`src/hw/rtl/round_robin_buffer_pool_defines.svh`:
```
// ----------------------------------------------------------------------------
// Round-robin buffer pool: assertion macros
// Wraps concurrent assertions so that synthesis sees empty bodies.
// ----------------------------------------------------------------------------
`ifndef ROUND_ROBIN_BUFFER_POOL_DEFINES_SVH
`define ROUND_ROBIN_BUFFER_POOL_DEFINES_SVH

`ifndef SYNTHESIS
// Same-cycle implication, checked out of reset.
`define RRBP_ASSERT_IMP(lbl, clk, rst_n, ante, cons) \
    lbl: assert property (@(posedge clk) disable iff (!rst_n) (ante) |-> (cons)) \
        else $error("rrbp assertion failed");
// Next-cycle implication, checked out of reset.
`define RRBP_ASSERT_NXT(lbl, clk, rst_n, ante, cons) \
    lbl: assert property (@(posedge clk) disable iff (!rst_n) (ante) |=> (cons)) \
        else $error("rrbp assertion failed");
`else
`define RRBP_ASSERT_IMP(lbl, clk, rst_n, ante, cons)
`define RRBP_ASSERT_NXT(lbl, clk, rst_n, ante, cons)
`endif

`endif

```
`src/hw/rtl/rrbp_pkg.sv`:
```
// ----------------------------------------------------------------------------
// Round-robin buffer pool: package
// Widths, codes and beat types shared by the pool modules.
// ----------------------------------------------------------------------------
package rrbp_pkg;

    localparam int MAX_BUFFERS = 64;
    localparam int SLOT_W      = $clog2(MAX_BUFFERS);
    localparam int CNT_W       = $clog2(MAX_BUFFERS + 1);
    localparam int CFG_IDX_W   = 1;
    localparam int CFG_DATA_W  = CNT_W;

    typedef enum logic [1:0] {
        CMD_ACQUIRE      = 2'd0,
        CMD_RELEASE      = 2'd1,
        CMD_RELEASE_LAST = 2'd2,
        CMD_CLEAR        = 2'd3
    } t_cmd_code;

    typedef enum logic [2:0] {
        ST_OK       = 3'd0,
        ST_DISABLED = 3'd1,
        ST_FULL     = 3'd2,
        ST_NOT_BUSY = 3'd3,
        ST_RANGE    = 3'd4
    } t_status;

    typedef enum logic [CFG_IDX_W-1:0] {
        CFG_POOL_ENABLE = 1'b0,
        CFG_N_BUFFERS   = 1'b1
    } t_cfg_index;

    // Operations of the shared slot arithmetic unit
    typedef enum logic [1:0] {
        OP_MOD = 2'd0,
        OP_INC = 2'd1,
        OP_DEC = 2'd2
    } t_slot_op;

    typedef struct packed {
        logic [CNT_W-1:0] value;
        logic             hit;
    } t_slot_res;

    typedef struct packed {
        t_cmd_code         cmd;
        logic [SLOT_W-1:0] buf_index;
    } t_cmd;

    typedef struct packed {
        t_status           status;
        logic [SLOT_W-1:0] slot_index;
        logic [CNT_W-1:0]  busy_count;
    } t_res;

endpackage

```
`src/hw/rtl/round_robin_buffer_pool.sv`:
```
// ----------------------------------------------------------------------------
// Round-robin buffer pool allocator
// Busy flag per slot plus a rotating next pointer; acquire, release by index,
// release-last and clear, each answered with one result beat.
// ----------------------------------------------------------------------------
//
//  channel   | ports                              | handshake
//  ----------+------------------------------------+------------------------------
//  command   | start, busy, i_cmd                 | taken when start && !busy
//  result    | o_valid, o_res                     | one-cycle strobe, no stall
//  config    | i_cfg_we, i_cfg_index, i_cfg_data  | written when i_cfg_we
//
//  A command runs from accept through NORM, which subtracts the slot count
//  from the stored pointer until it lies below it (no steps unless the pool
//  shrank), and EXEC to the result strobe; an acquire goes on from EXEC to
//  SCAN, one slot probed per cycle from the pointer, 1 to the clamped slot count.
//  The shared slot unit (one compare and add) serves NORM, SCAN and release-last.
//  Reset (synchronous, active low) frees all slots, zeroes the pointer and
//  count, disables the pool and sets the slot count to 64.
//  The result beat cannot be held off; busy drops in the strobe cycle.
// ----------------------------------------------------------------------------
`include "round_robin_buffer_pool_defines.svh"

module round_robin_buffer_pool
    import rrbp_pkg::*;
(
    input  logic                  i_clk,
    input  logic                  i_rst_n,
    input  logic                  start,
    output logic                  busy,
    input  t_cmd                  i_cmd,
    output logic                  o_valid,
    output t_res                  o_res,
    input  logic                  i_cfg_we,
    input  logic [CFG_IDX_W-1:0]  i_cfg_index,
    input  logic [CFG_DATA_W-1:0] i_cfg_data
);

    typedef enum logic [3:0] {
        S_IDLE = 4'b0001,
        S_NORM = 4'b0010,
        S_EXEC = 4'b0100,
        S_SCAN = 4'b1000
    } t_state;

    // Control state
    t_state                r_state,       n_state;
    logic [MAX_BUFFERS-1:0] r_busy_flags, n_busy_flags;
    logic [SLOT_W-1:0]     r_next_slot,   n_next_slot;
    logic [CNT_W-1:0]      r_busy_total,  n_busy_total;
    logic                  r_pool_enable;
    logic [CNT_W-1:0]      r_n_buffers;
    logic                  r_valid,       n_valid;

    // Working registers of the current command
    t_cmd                  r_cmd,         n_cmd;
    logic [CNT_W-1:0]      r_ptr,         n_ptr;
    logic [CNT_W-1:0]      r_cnt,         n_cnt;
    t_res                  r_res,         n_res;

    logic [CNT_W-1:0]      slot_cnt;
    t_slot_op              unit_op;
    t_slot_res             unit_res;
    logic [SLOT_W-1:0]     last_slot;

    // Clamp the slot count register to 1..MAX_BUFFERS
    always_comb begin
        if (r_n_buffers == '0) begin
            slot_cnt = CNT_W'(1);
        end else if (r_n_buffers > CNT_W'(MAX_BUFFERS)) begin
            slot_cnt = CNT_W'(MAX_BUFFERS);
        end else begin
            slot_cnt = r_n_buffers;
        end
    end

    // Pick the unit operation for the current step
    always_comb begin
        case (r_state)
            S_NORM:  unit_op = OP_MOD;
            S_SCAN:  unit_op = OP_INC;
            default: unit_op = OP_DEC;
        endcase
    end

    rrbp_slot_unit u_slot_unit (
        .i_op  (unit_op),
        .i_a   (r_ptr),
        .i_n   (slot_cnt),
        .o_res (unit_res)
    );

    assign last_slot = unit_res.value[SLOT_W-1:0];

    always_comb begin
        n_state      = r_state;
        n_busy_flags = r_busy_flags;
        n_next_slot  = r_next_slot;
        n_busy_total = r_busy_total;
        n_cmd        = r_cmd;
        n_ptr        = r_ptr;
        n_cnt        = r_cnt;
        n_valid      = 1'b0;
        n_res        = r_res;

        case (r_state)
            S_IDLE: begin
                // Take the command beat and start from the stored pointer
                if (start) begin
                    n_cmd   = i_cmd;
                    n_ptr   = {1'b0, r_next_slot};
                    n_state = S_NORM;
                end
            end
            S_NORM: begin
                // Subtract the slot count until the pointer lies inside the pool
                if (unit_res.hit) begin
                    n_ptr = unit_res.value;
                end else begin
                    n_state = S_EXEC;
                end
            end
            S_EXEC: begin
                n_state          = S_IDLE;
                n_valid          = 1'b1;
                n_res.status     = ST_OK;
                n_res.slot_index = '0;
                case (r_cmd.cmd)
                    CMD_ACQUIRE: begin
                        if (!r_pool_enable) begin
                            n_res.status = ST_DISABLED;
                        end else begin
                            // Hold the result back and probe slots from the pointer
                            n_valid = 1'b0;
                            n_cnt   = CNT_W'(1);
                            n_state = S_SCAN;
                        end
                    end
                    CMD_RELEASE: begin
                        if ({1'b0, r_cmd.buf_index} >= slot_cnt) begin
                            n_res.status = ST_RANGE;
                        end else if (!r_busy_flags[r_cmd.buf_index]) begin
                            n_res.status = ST_NOT_BUSY;
                        end else begin
                            n_busy_flags[r_cmd.buf_index] = 1'b0;
                            n_busy_total = r_busy_total - CNT_W'(1);
                        end
                    end
                    CMD_RELEASE_LAST: begin
                        // Step the pointer back one slot, whether or not it frees
                        if (r_busy_flags[last_slot]) begin
                            n_busy_flags[last_slot] = 1'b0;
                            n_busy_total = r_busy_total - CNT_W'(1);
                        end else begin
                            n_res.status = ST_NOT_BUSY;
                        end
                        n_next_slot      = last_slot;
                        n_res.slot_index = last_slot;
                    end
                    CMD_CLEAR: begin
                        n_busy_flags = '0;
                        n_busy_total = '0;
                        n_next_slot  = '0;
                    end
                    default: begin
                        n_res.status = ST_OK;
                    end
                endcase
                n_res.busy_count = n_busy_total;
            end
            S_SCAN: begin
                if (!r_busy_flags[r_ptr[SLOT_W-1:0]]) begin
                    // Grant this slot and advance the pointer past it
                    n_busy_flags[r_ptr[SLOT_W-1:0]] = 1'b1;
                    n_busy_total     = r_busy_total + CNT_W'(1);
                    n_next_slot      = unit_res.value[SLOT_W-1:0];
                    n_res.status     = ST_OK;
                    n_res.slot_index = r_ptr[SLOT_W-1:0];
                    n_res.busy_count = n_busy_total;
                    n_valid          = 1'b1;
                    n_state          = S_IDLE;
                end else if (r_cnt == slot_cnt) begin
                    // Every slot probed: report a full pool, pointer unchanged
                    n_res.status     = ST_FULL;
                    n_res.slot_index = '0;
                    n_res.busy_count = r_busy_total;
                    n_valid          = 1'b1;
                    n_state          = S_IDLE;
                end else begin
                    n_ptr = unit_res.value;
                    n_cnt = r_cnt + CNT_W'(1);
                end
            end
            default: begin
                n_state = S_IDLE;
            end
        endcase
    end

    always_ff @(posedge i_clk) begin
        if (!i_rst_n) begin
            r_state       <= S_IDLE;
            r_busy_flags  <= '0;
            r_next_slot   <= '0;
            r_busy_total  <= '0;
            r_pool_enable <= 1'b0;
            r_n_buffers   <= CNT_W'(MAX_BUFFERS);
            r_valid       <= 1'b0;
        end else begin
            r_state      <= n_state;
            r_busy_flags <= n_busy_flags;
            r_next_slot  <= n_next_slot;
            r_busy_total <= n_busy_total;
            r_valid      <= n_valid;
            if (i_cfg_we) begin
                case (i_cfg_index)
                    CFG_POOL_ENABLE: r_pool_enable <= i_cfg_data[0];
                    CFG_N_BUFFERS:   r_n_buffers   <= i_cfg_data;
                    default:         r_pool_enable <= r_pool_enable;
                endcase
            end
        end
    end

    // Payload registers: no reset
    always_ff @(posedge i_clk) begin
        r_cmd <= n_cmd;
        r_ptr <= n_ptr;
        r_cnt <= n_cnt;
        r_res <= n_res;
    end

    assign busy    = (r_state != S_IDLE);
    assign o_valid = r_valid;
    assign o_res   = r_res;

    // The result strobe comes with the return to idle
    `RRBP_ASSERT_IMP(a_valid_idle, i_clk, i_rst_n, o_valid, !busy)
    // An accepted command always occupies the block in the next cycle
    `RRBP_ASSERT_NXT(a_accept_busy, i_clk, i_rst_n, start && !busy, busy && !o_valid)
    // The busy count tracks the flags exactly
    `RRBP_ASSERT_IMP(a_count_flags, i_clk, i_rst_n, 1'b1, r_busy_total == CNT_W'($countones(r_busy_flags)))

endmodule

```
`src/hw/rtl/rrbp_slot_unit.sv`:
```
// ----------------------------------------------------------------------------
// Round-robin buffer pool: slot arithmetic unit
// One compare-and-add path: modulo step, wrapping increment, wrapping decrement.
// ----------------------------------------------------------------------------
module rrbp_slot_unit
    import rrbp_pkg::*;
(
    input  t_slot_op         i_op,
    input  logic [CNT_W-1:0] i_a,
    input  logic [CNT_W-1:0] i_n,
    output t_slot_res        o_res
);

    logic [CNT_W-1:0] a_inc;

    assign a_inc = i_a + CNT_W'(1);

    always_comb begin
        o_res = '0;
        case (i_op)
            OP_MOD: begin
                // one restoring step toward a mod n
                if (i_a >= i_n) begin
                    o_res.value = i_a - i_n;
                    o_res.hit   = 1'b1;
                end else begin
                    o_res.value = i_a;
                end
            end
            OP_INC: begin
                o_res.hit   = (a_inc == i_n);
                o_res.value = (a_inc == i_n) ? '0 : a_inc;
            end
            OP_DEC: begin
                o_res.hit   = (i_a == '0);
                o_res.value = (i_a == '0) ? (i_n - CNT_W'(1)) : (i_a - CNT_W'(1));
            end
            default: begin
                o_res.value = i_a;
            end
        endcase
    end

endmodule

```
`config.mk`:
```
export PLATFORM = sky130hd
export DESIGN_NAME = round_robin_buffer_pool
export DESIGN_NICKNAME = d
export VERILOG_FILES = /design/src/hw/rtl/rrbp_pkg.sv /design/src/hw/rtl/round_robin_buffer_pool.sv /design/src/hw/rtl/rrbp_slot_unit.sv
export VERILOG_INCLUDE_DIRS = /design/src /design/src/hw/rtl
export SDC_FILE = /design/constraint.sdc
export NUM_CORES = 1
export LEC_CHECK = 0
export BUFFER_PORTS_ARGS = -buffer_cell sky130_fd_sc_hd__buf_4
export CAP_MARGIN = 20
export CORE_ASPECT_RATIO = 0.6
export CORE_MARGIN = 3
export CORE_UTILIZATION = 28
export DETAILED_ROUTE_END_ITERATION = 10
export GPL_TIMING_DRIVEN = 0
export MAX_ROUTING_LAYER = met4
export PLACE_DENSITY_LB_ADDON = 0.3
export SLEW_MARGIN = 15
export SYNTH_ARGS = -nofsm -noshare
export SYNTH_HDL_FRONTEND = slang
export SYNTH_SLANG_ARGS = --single-unit
```
`constraint.sdc`:
```
create_clock -name i_clk -period 5.9 [get_ports i_clk]
set_input_delay 0 -clock i_clk [delete_from_list [all_inputs] [get_ports i_clk]]
set_output_delay 0 -clock i_clk [all_outputs]
set_load 0.1 [all_outputs]
```
==> results.md, run 1 <==
- Hold violation count in the final report: 0
- Commonest cells after routing, fill and taps aside: sky130_fd_sc_hd__nand2_1 (153), sky130_fd_sc_hd__dfxtp_1 (89), sky130_fd_sc_hd__nor2_1 (81), sky130_fd_sc_hd__o221ai_1 (70), sky130_fd_sc_hd__a32o_1 (64)
- DIE AREA: 37500 um^2
- Cell at the root of the clock tree: sky130_fd_sc_hd__clkbuf_16
- Remaining design rule violation count: 0
- Time the worst path needs with I/O delays and setup: slightly below 6 ns
- Final-layout fill cell count: 3571
- Slew at the pin closest to its max-slew limit: between 1 and 1.5 ns
- Die boundary width: 248 um
- ANT nets after route: 0
- WL final: 50200 um
- Global routing usage summed across all routing layers: 27.2%
- Cell type with the largest total area after synthesis: sky130_fd_sc_hd__dfxtp_1
- Internal power summed over all cells: a little under 2 mW
- Avg WL per Cell: 28.5 um
- Max Slew Vio Count: 0
- Via count of the first global-routing pass: 9948
- RR Startpoint: r_ptr[0]
- Register-to-register path setup slack: 0.10 ns
- Via Count: 11200
- Top cells by area in the synthesized netlist: sky130_fd_sc_hd__dfxtp_1 (18%), sky130_fd_sc_hd__edfxtp_1 (12%), sky130_fd_sc_hd__a32o_1 (6.5%)
- Count of standard-cell rows: between 50 and 60
- Maximum buffer depth of the clock tree: 2
- Placed instance area: approximately 11000 um^2
- Util after Layout: a little over a third
- Area growth from synthesis to final layout: 21.8%
- Net switching power figure: around 1.2 mW
- Switching fraction of total power: 38.7%
- Compound-cell area share of the yosys netlist: 29.0%
- Main synth FF type: sky130_fd_sc_hd__dfxtp_1
- Gate power share: 33.9%
- Vertical die dimension: between 150 and 200 um
- Synthesis-stage register bit count: 128
- Starting density of the core: between 20 and 30%
- Leading cell type in the layout, fill and taps excluded: sky130_fd_sc_hd__nand2_1
- Summed instance area of the synthesized netlist: a little under 10000 um^2
- Total Neg Setup Slack: 0 ns
- Post-detailed-placement half-perimeter wirelength: 38000 um
- Post-Synthesis Cells: between 1000 and 1500
- Final cycle utilization of the critical path: 98.3%
- Synthesized-area fraction occupied by adder cells: 3.38%
- Area of all placed cells without fillers: between 10000 and 15000 um^2
- Initial antenna violation count: 2
- Final setup violation count: 0
- Slew Limit Headroom: 20.4%
- HP Class: input port to flip-flop
- Peak supply drop: 0.224 mV
- Proportion of layout cells with a drive suffix above 1: 15.3%
- Critical path data arrival time: 5.97 ns
- Remaining Overflow, GRT: 0
- Reported max-cap violation count: 0
- Endpoint of the most critical setup path: o_res[1]
- P per Cell Area: about 270 nW/um^2
- TritonCTS clock tree: built
- Distinct cell type count after synthesis: 79
- I/O Buffers: 34
- Critical path peak fanout: 11
- Initial DRC count: 1958
- Sequential share of power: 29.6%
- Critical path launch point type: flip-flop
- First-pass GRT wire length: 70900 um
- Mean instance size in the synthesized netlist: 8.30 um^2
- Fmax: 172 MHz
- Number of clock sinks seen by CTS: 128
- CORE AREA: 34200 um^2
- Status: finished, final reports clean
- Final std cells w/o fill: 1760
- Syn. warnings: 0
- Pin count of the biggest net entering global routing: 17
- Reg2Reg Depth: 24
- Post-synthesis simple-gate area fraction: 20.7%
- Smallest hold slack: 0.0531 ns
- Async set-reset flop share out of synthesis: 0%
- Via count normalized by instance count: 6.34
- Sequential area share after synthesis: 29.9%
- Clock transition at the register clock pins on the worst setup and hold paths after CTS: around 0.06 ns
- Synth Net Count: 1232
- Endpoint class of the critical path: flip-flop
- Number of detailed-route iterations in the first pass: 6
- Clock latency of the later-clocked register in the worst-skew pair: 0.46 ns
- Total number of H-tree levels: 4
- Required time at the worst-slack endpoint: 6.07 ns
- Maximum clock skew at final layout: 0.0137 ns
- Area share of the largest cell type after synthesis: 18.3%
- Cell total after placement: 1688
- Power share of the clock group: 36.5%
- Number of flops mapped to enable cells by yosys: 38
- Xor-xnor portion of the synthesized cell area: between 2 and 3%
- Num ports: 38
- Critical path start-end classification: flip-flop to flip-flop
- Worst R2R End: o_res[1]
- Mux contribution to synthesized area: 8.12%
- Setup crit start: r_ptr[0]
- Leakage dissipation: 3.97 nW
- Final nets: about 1300
- Total clock buffers created by CTS: 17
- Dominant combinational cell family by area after synthesis: compound AO/OA/AOI/OAI gates
- GPL Wtd Cong: 1.08
==> per-stage QoR <==
stage               setup WS, ns  total power [mW]
floorplan                  0.434              1.53
CTS                      0.00118              3.11
finish                     0.100              3.22
detailed placement         -1.75              1.90
global route            -0.00453              3.29
global placement           -2.49              1.89
==> registers in the layout, indices dropped and copies added, names as in the netlist <==
name / flops
r_cnt: 7
r_pool_enable: 1
r_ptr: 7
r_cmd: 8
r_busy_total: 7
r_n_buffers: 7
o_valid: 1
r_state: 4
o_res: 16
r_busy_flags: 64
r_next_slot: 6
==> worst max-delay path, cell delays in order (launching register included) <==
cell and delay [ns]:
sky130_fd_sc_hd__edfxtp_1 0.49, sky130_fd_sc_hd__inv_2 0.14, sky130_fd_sc_hd__buf_8 0.20, sky130_fd_sc_hd__ha_1 0.17, sky130_fd_sc_hd__nor4b_4 0.23, sky130_fd_sc_hd__and2_1 0.16
sky130_fd_sc_hd__buf_4 0.17, sky130_fd_sc_hd__mux2_2 0.34, sky130_fd_sc_hd__ha_1 0.29, sky130_fd_sc_hd__o22ai_2 0.23, sky130_fd_sc_hd__a311oi_2 0.09, sky130_fd_sc_hd__buf_4 0.20
sky130_fd_sc_hd__nand2_2 0.16, sky130_fd_sc_hd__buf_8 0.20, sky130_fd_sc_hd__buf_6 0.21, sky130_fd_sc_hd__nand2_1 0.08, sky130_fd_sc_hd__o21ai_1 0.16, sky130_fd_sc_hd__o32a_1 0.30
sky130_fd_sc_hd__nand4_1 0.21, sky130_fd_sc_hd__a2111oi_4 0.35, sky130_fd_sc_hd__buf_4 0.21, sky130_fd_sc_hd__buf_6 0.16, sky130_fd_sc_hd__mux2_1 0.34, sky130_fd_sc_hd__a221oi_2 0.30
sky130_fd_sc_hd__a21oi_1 0.10
==> how the worst min path moves through the flow <==
stage	endpoint	cells after the start	startpoint	slack, ns
CTS	r_pool_enable	3	i_cfg_we	0.03
finish	r_pool_enable	3	i_cfg_we	0.05
global placement	r_cmd[2]	1	i_cmd[2]	0.18
global route	r_pool_enable	3	i_cfg_we	0.14
floorplan	r_cmd[0]	0	i_cmd[0]	0.1
detailed placement	r_cmd[5]	1	i_cmd[5]	0.18
==> routing by layer <==
metal  global-route usage [%]  up-vias  part of all wire (%)
met5                        -        -                     0
met4                     6.34        0                   1.7
met3                     12.4       63                    16
met1                     40.6     5518                    47
met2                     31.7      771                    35
li1                         -     4813                     -
==> Yosys cell counts (7+ instances only) <==
cell,number
sky130_fd_sc_hd__a211oi_1,7
sky130_fd_sc_hd__a21o_1,8
sky130_fd_sc_hd__a21oi_1,61
sky130_fd_sc_hd__a221oi_1,7
sky130_fd_sc_hd__a22oi_1,8
sky130_fd_sc_hd__a31oi_1,17
sky130_fd_sc_hd__a32o_1,64
sky130_fd_sc_hd__and2_1,15
sky130_fd_sc_hd__and3_1,8
sky130_fd_sc_hd__buf_1,17
sky130_fd_sc_hd__buf_2,12
sky130_fd_sc_hd__buf_4,7
sky130_fd_sc_hd__buf_6,10
sky130_fd_sc_hd__clkbuf_1,64
sky130_fd_sc_hd__dfxtp_1,90
sky130_fd_sc_hd__edfxtp_1,38
sky130_fd_sc_hd__ha_1,25
sky130_fd_sc_hd__inv_1,17
sky130_fd_sc_hd__mux2_1,7
sky130_fd_sc_hd__mux2_2,12
sky130_fd_sc_hd__mux2i_1,36
sky130_fd_sc_hd__mux4_2,10
sky130_fd_sc_hd__nand2_1,157
sky130_fd_sc_hd__nand2b_1,11
sky130_fd_sc_hd__nand3_1,64
sky130_fd_sc_hd__nand3b_1,7
sky130_fd_sc_hd__nor2_1,82
sky130_fd_sc_hd__nor2b_1,10
sky130_fd_sc_hd__nor3_1,32
sky130_fd_sc_hd__nor4_1,8
sky130_fd_sc_hd__o21ai_0,57
sky130_fd_sc_hd__o221ai_1,70
sky130_fd_sc_hd__o22ai_1,9
sky130_fd_sc_hd__or3_1,13
sky130_fd_sc_hd__xnor2_1,20
sky130_fd_sc_hd__xor2_1,10
==> kinds of logic (layout without fill, tap and decap cells) <==
| kind of cell | after synthesis | count (layout) |
|---|---|---|
| buf+inv | 129 | 240 |
| flops | 128 | 128 |
| fa+ha+maj | 26 | 26 |
| other cells | 0 | 4 |
| mux | 65 | 65 |
| xor+xnor | 31 | 31 |
| compound gates | 375 | 375 |
| simple gates | 432 | 432 |
==> cell type report <==
type                    instances  area, um^2  share of cell area, %
clock inverters                12         186                   1.55
repair buffers                 80         668                   5.57
multi-input cells             929        6510                   54.3
inverters                      19        73.8                  0.616
flip-flops and latches        128        2940                   24.5
clock buffers                  20         437                   3.64
well taps                     459         574                   4.79
plain buffers                 109         592                   4.93
diodes                          4        10.0                 0.0835
==> power groups by stage <==
stage | sequential, mW | combinational (mW) | clock, mW
floorplan | 0.961 | 0.571 | 0
global route | 0.953 | 1.12 | 1.22
finish | 0.953 | 1.09 | 1.17
CTS | 0.950 | 0.984 | 1.18
detailed placement | 0.970 | 0.934 | 0
global placement | 0.970 | 0.924 | 0
==> what timing repair did <==
item,4_1_cts,5_1_grt
gates resized for setup,30,43
endpoints found under the setup margin,88,87
endpoints found under the hold margin,17,0
hold buffers,24,0
pin swaps,3,6
setup buffers,2,10
Note: power is estimated with default switching activity, not from simulation.
==> run 2, diff against run 1 <==
--- a/config.mk
+++ b/config.mk
@@ -6,7 +6,7 @@
 export SDC_FILE = /design/constraint.sdc
 export NUM_CORES = 1
 export LEC_CHECK = 0
-export BUFFER_PORTS_ARGS = -buffer_cell sky130_fd_sc_hd__buf_4
+export BUFFER_PORTS_ARGS = -buffer_cell sky130_fd_sc_hd__buf_2
 export CAP_MARGIN = 20
 export CORE_ASPECT_RATIO = 0.6
 export CORE_MARGIN = 3
==> run 2 against run 1 <==
- critical path depth down 4
- die area unchanged
- worst hold slack worse by 0.0066 ns
- count of clock-buffer cells in the layout down 3
- non-clock buffer count down 3
- core utilization down 0.60 points
- largest cell class unchanged
- highest routed layer unchanged
==> results.md, run 2 (synthesized netlist as in run 1, its figures left out) <==
- Final setup slack of the worst path: 0.0602 ns
- DIE AREA: 37500 um^2
- Avg WL per Cell: 28.9 um
- Via count normalized by instance count: 6.35
- Critical-path top delay cell: sky130_fd_sc_hd__edfxtp_1
- Via Count: 11100
- Post-detailed-placement half-perimeter wirelength: ~38000 um
- Fmax: 171 MHz
- CP Buf/Inv Count: 7
- Peak supply drop: 0.249 mV
- ANT nets after route: 0
- Number of detailed-route iterations in the first pass: 6
- Num ports: 38
- Initial DRC count: 1641
- Antenna fix cells: 0
- Placed instance area: 10700 um^2
- Reg2Reg Depth: 20
- Leakage dissipation: between 3 and 4 nW
- Clock latency of the later-clocked register in the worst-skew pair: 0.47 ns
- Final nets: 1327
- Remaining Overflow, GRT: 0
- Flip-flop count of the largest register, all copies and words added: 64
- Final-layout fill cell count: 3575
- Reported max-cap violation count: 0
- Status: finished, final reports clean
- Die boundary width: about 250 um
- Final setup violation count: 0
- Critical path start-end classification: flip-flop to flip-flop
- Final cycle utilization of the critical path: between 90% and 100%
- Proportion of layout cells with a drive suffix above 1: between 10% and 20%
- Critical-path cell list: buf_4 > nand2_1 > or3_1 > and2_1 > o311a_1 > o31ai_2 > buf_4 > o221a_4 > buf_6 > buf_4 > buf_2 > nand3_1 > o2111ai_1 > a21oi_1 > a2111oi_4 > buf_4 > buf_6 > mux2_1 > a221oi_2 > a21oi_1
- Maximum buffer depth of the clock tree: 2
- Number of clock sinks seen by CTS: 128
- Required time at the worst-slack endpoint: 6.06 ns
- GPL Wtd Cong: 1.08
- Total clock buffers created by CTS: 17
- HP Class: input port to flip-flop
- Endpoint class of the critical path: flip-flop
- Slew Limit Headroom: about an eighth
- Total number of H-tree levels: 4
- RSZ-0062 raised after global routing: yes
- Initial antenna violation count: 2
- Maximum clock skew at final layout: 0.0129 ns
- Clock transition at the register clock pins on the worst setup and hold paths after CTS: 0.07 ns
- Total Neg Setup Slack: 0 ns
- Max Slew Vio Count: 0
- Critical path launch point type: flip-flop
- Critical path data arrival time: 6.00 ns
- Pin count of the biggest net entering global routing: 17
- Most repeated library cell on the critical path: sky130_fd_sc_hd__buf_4
- Commonest cells after routing, fill and taps aside: sky130_fd_sc_hd__nand2_1 (154), sky130_fd_sc_hd__dfxtp_1 (89), sky130_fd_sc_hd__nor2_1 (81), sky130_fd_sc_hd__o221ai_1 (70), sky130_fd_sc_hd__a32o_1 (64)
- Remaining design rule violation count: 0
- Cell at the root of the clock tree: sky130_fd_sc_hd__clkbuf_16
- First-pass GRT wire length: 71800 um
- CORE AREA: 34200 um^2
- Smallest hold slack: 0.0465 ns
- Vertical die dimension: 151 um
- Global routing usage summed across all routing layers: 27.8%
- P per Cell Area: 265 nW/um^2
- Util after Layout: 34.5%
- Logic depth of the worst path, buffers included: 20
- Critical path peak fanout: 10
- Time the worst path needs with I/O delays and setup: a little under 6 ns
- Starting density of the core: 28.8%
- Area growth from synthesis to final layout: 19.7%
- Largest delay contributor family on the critical path: compound AO/OA/AOI/OAI gates
- Area of all placed cells without fillers: approximately 12000 um^2
- Slew at the pin closest to its max-slew limit: 1.30 ns
- Count of standard-cell rows: between 50 and 60
- TritonCTS clock tree: built
- I/O Buffers: 34
- Register with the most flip-flops: r_busy_flags
- Slowest stage delay, CP: 0.44 ns
- Hold violation count in the final report: 0
- Hold Path Stages: 3
- Leading cell type in the layout, fill and taps excluded: sky130_fd_sc_hd__nand2_1
- Via count of the first global-routing pass: 9925
- Worst setup slack after placement: -1.82 ns
- WL final: 50600 um
run 2: cell types whose count changed in the layout (fill, tap and decap cells not counted), sizes merged, moves of 2 or more:
cell | previous run | this run
inv | 20 | 22
clkbuf | 83 | 81
diode | 4 | 0
bufinv | 4 | 2
clkinv | 4 | 8
buf | 102 | 98
run 2: worst paths after layout:
kind / start / to / slack, ns
hold reg to reg: r_next_slot[1] / r_next_slot[1] / 0.49
setup / recovery: r_ptr[4] / o_res[1] / 0.06
hold / removal: i_cfg_we / r_pool_enable / 0.05
setup reg to reg: r_ptr[4] / o_res[1] / 0.06
run 2: power by group:
group	switching, mW	internal [mW]
clock network	0.486	0.625
logic	0.745	0.317
registers	0.0241	0.927
total	1.26	1.87
run 2: layout make-up:
type	instances	area, um^2	share of cell area, %
multi-input cells	929	6480	55.0
clock buffers	17	425	3.61
plain buffers	109	569	4.83
repair buffers	77	561	4.76
well taps	459	574	4.87
clock inverters	15	160	1.36
inverters	19	72.6	0.616
flip-flops and latches	128	2940	25.0
run 2: layer usage:
metal  global-route usage, %  up-vias  part of all wire (%)  routed length, um
li1                        -     4792                     -                  -
met1                    40.8     5476                    47              23900
met2                    32.3      767                    35              17800
met3                    13.3       92                    15               7820
met4                    7.24        0                   2.3               1180
met5                       -        -                     0                  0
run 2: timing repair:
item,4_1_cts,5_1_grt
setup endpoints to repair,88,91
hold endpoints to repair,17,0
setup buffers,3,4
pin swaps,2,2
hold buffers,24,0
gates resized for setup,28,26
run 2: worst min-delay path, cell delays in order:
cell                       delay [ns]
sky130_fd_sc_hd__clkbuf_1        0.20
sky130_fd_sc_hd__a31oi_1         0.23
sky130_fd_sc_hd__nor2_1          0.05
run 2: through the flow:
stage | power, mW | std cells
final | 3.12 | 1753
after global routing | 3.19 | 1753
after CTS | 3.05 | 1748
after detailed placement | 1.90 | 1690
after global placement | 1.90 | 1679
after floorplan | 1.53 | 1186
==> run 3, diff against run 2 <==
==> constraint.sdc (replaced) <==
create_clock -name i_clk -period 7.5 [get_ports i_clk]
set_input_delay 0 -clock i_clk [delete_from_list [all_inputs] [get_ports i_clk]]
set_output_delay 0 -clock i_clk [all_outputs]
set_load 0.1 [all_outputs]
==> run 3 against run 2 <==
- wire length down 0.51%
- maximum frequency decreased by 18%
- global-route usage is essentially flat
- highest routed layer unchanged
==> results.md, run 3 (synthesized netlist as in run 1, its figures left out) <==
- Number of clock sinks seen by CTS: 128
- Worst setup slack after placement: -0.223 ns
- Pin count of the biggest net entering global routing: 17
- Net switching power figure: 968 uW
- Die boundary width: 248 um
- Initial DRC count: 1706
- Area of all placed cells without fillers: 11600 um^2
- Max Slew Vio Count: 0
- Count of standard-cell rows: 52
- Clock transition at the register clock pins on the worst setup and hold paths after CTS: around 0.070 ns
- Initial antenna violation count: 2
- Hold Path Stages: 3
- CORE AREA: 34200 um^2
- Cell total after placement: roughly 1700
- Hold violation count in the final report: 0
- Slew Limit Headroom: between 15 and 20%
- Switching fraction of total power: 40.2%
- Total number of H-tree levels: 4
- Final setup slack of the worst path: 0.381 ns
- Worst R2R End: o_res[1]
- Endpoint with the worst hold slack: r_pool_enable
- TritonCTS clock tree: built
- Commonest cells after routing, fill and taps aside: sky130_fd_sc_hd__nand2_1 (157), sky130_fd_sc_hd__dfxtp_1 (90), sky130_fd_sc_hd__nor2_1 (82), sky130_fd_sc_hd__o221ai_1 (70)
- RR Startpoint: r_ptr[0]
- Via count normalized by instance count: 6.33
- Register with the most flip-flops: r_busy_flags
- Remaining design rule violation count: 0
- P per Cell Area: 208 nW/um^2
- Gate power share: 32.7%
- I/O Buffers: 34
- Via count of the first global-routing pass: just under 10000
- WL final: 50400 um
- Slew at the pin closest to its max-slew limit: 1.22 ns
- Placed instance area: 10700 um^2
- Util after Layout: 33.9%
- RSZ-0062 raised after global routing: no
- DIE AREA: 37500 um^2
- Remaining Overflow, GRT: 0
- Maximum buffer depth of the clock tree: 2
- HP Class: input port to flip-flop
- Fmax: 140 MHz
- Cell at the root of the clock tree: sky130_fd_sc_hd__clkbuf_16
- Reported max-cap violation count: 0
- Post-detailed-placement half-perimeter wirelength: 37800 um
- Clock latency of the later-clocked register in the worst-skew pair: roughly 0.47 ns
- Total Neg Setup Slack: 0 ns
- Flip-flop count of the largest register, all copies and words added: 64
- Register-to-register path setup slack: 0.38 ns
- Final cycle utilization of the critical path: 94.9%
- Final-layout fill cell count: 3595
- Global routing usage summed across all routing layers: ~28%
- GPL Wtd Cong: 1.08
- Critical path start-end classification: flip-flop to flip-flop
- Required time at the worst-slack endpoint: between 7 and 8 ns
- ANT nets after route: 0
- Avg WL per Cell: about 29 um
- Final std cells w/o fill: 1747
- Endpoint class of the critical path: flip-flop
- Total clock buffers created by CTS: 17
- Status: finished, final reports clean
- Starting density of the core: about 29%
- Area growth from synthesis to final layout: 17.5%
- Critical path peak fanout: 12
- Vertical die dimension: between 150 and 200 um
- Num ports: 38
- Critical-path cell list: inv_1 > clkbuf_2 > ha_1 > nor4b_1 > and2_1 > buf_4 > mux2_2 > ha_1 > o22ai_1 > a311oi_2 > buf_4 > nand2_1 > clkbuf_2 > nand2_1 > o21ai_0 > o32a_1 > nand4_1 > a2111oi_4 > buf_6 > mux2_1 > a221oi_2 > a21oi_1
- Leakage dissipation: 3.82 nW
- Internal power summed over all cells: about 1.4 mW
- Startpoint of the lowest-slack hold path: i_cfg_we
- Proportion of layout cells with a drive suffix above 1: approximately an eighth
- Power share of the clock group: a little over a third
- Slowest stage delay, CP: 0.51 ns
- Peak supply drop: just under 0.2 mV
- Reg2Reg Depth: 22
- Leading cell type in the layout, fill and taps excluded: sky130_fd_sc_hd__nand2_1
- Critical path launch point type: flip-flop
- Final nets: 1321
- Via Count: ~11000
- Critical-path top delay cell: sky130_fd_sc_hd__nand2_1
- First-pass GRT wire length: 71700 um
- Critical path data arrival time: ~7.3 ns
- Post-CTS setup buffer count: 0
- Antenna fix cells: 0
- Time the worst path needs with I/O delays and setup: 7.12 ns
- Final setup violation count: 0
- Number of detailed-route iterations in the first pass: 6
- Sequential share of power: 31.1%
- Maximum clock skew at final layout: 0.0128 ns
[run 3: what timing repair did]
action                                  CTS  global route
gates resized for setup                   1             1
pin swaps                                 0             0
endpoints found under the setup margin    9            71
hold endpoints to repair                 17             0
hold buffers                             24             0
[run 3: per-stage QoR]
step	total power, mW	hold slack (ns)
after floorplan	1.20	0.0989
after global routing	2.47	0.107
after detailed placement	1.50	0.179
final	2.41	0.0356
after CTS	2.38	0.0378
after global placement	1.49	0.179
[run 3: routing by layer]
metal	vias to the layer above	GRT usage, %	routed length (um)
li1	4779	-	-
met4	0	7.01	1130
met3	91	12.9	7460
met5	-	-	0
met2	742	32.3	17600
met1	5445	41.0	24200
[run 3: power groups by stage]
stage | clock network [mW] | logic (mW) | registers [mW]
CTS | 0.883 | 0.746 | 0.748
detailed placement | 0 | 0.734 | 0.764
global route | 0.903 | 0.815 | 0.750
floorplan | 0 | 0.449 | 0.756
global placement | 0 | 0.728 | 0.764
finish | 0.873 | 0.788 | 0.749
[run 3: worst max path at each step]
stage               endpoint  slack [ns]  startpoint  cells past startpoint
floorplan           o_res[1]        2.03    r_ptr[0]                     21
global placement    o_res[1]       -1.26    r_ptr[0]                     21
detailed placement  o_res[1]       -0.22    r_ptr[0]                     23
CTS                 o_res[1]        0.14    r_ptr[0]                     23
global route        o_res[1]        0.06    r_ptr[0]                     22
finish              o_res[1]        0.38    r_ptr[0]                     22
[run 3: cell type report]
| type | count | area [um^2] | share of cell area [%] |
|---|---|---|---|
| multi-input combinational | 929 | 6360 | 54.9 |
| sequential | 128 | 2940 | 25.4 |
| tap | 459 | 574 | 4.96 |
| buffer | 109 | 528 | 4.56 |
| timing repair buffer | 71 | 514 | 4.44 |
| clock buffer | 17 | 425 | 3.68 |
| clock inverter | 15 | 160 | 1.38 |
| inverter | 19 | 71.3 | 0.616 |
[run 3: worst max-delay path: cells and delay by family (launching register included)]
family / cells / cell delay (ns)
adders and majority gates: 2 / 0.51
and+or+nand+nor: 5 / 1.38
AOI/OAI and AO/OA: 7 / 2.04
muxes: 2 / 0.68
DFF: 1 / 0.49
buffers and inverters: 6 / 1.66
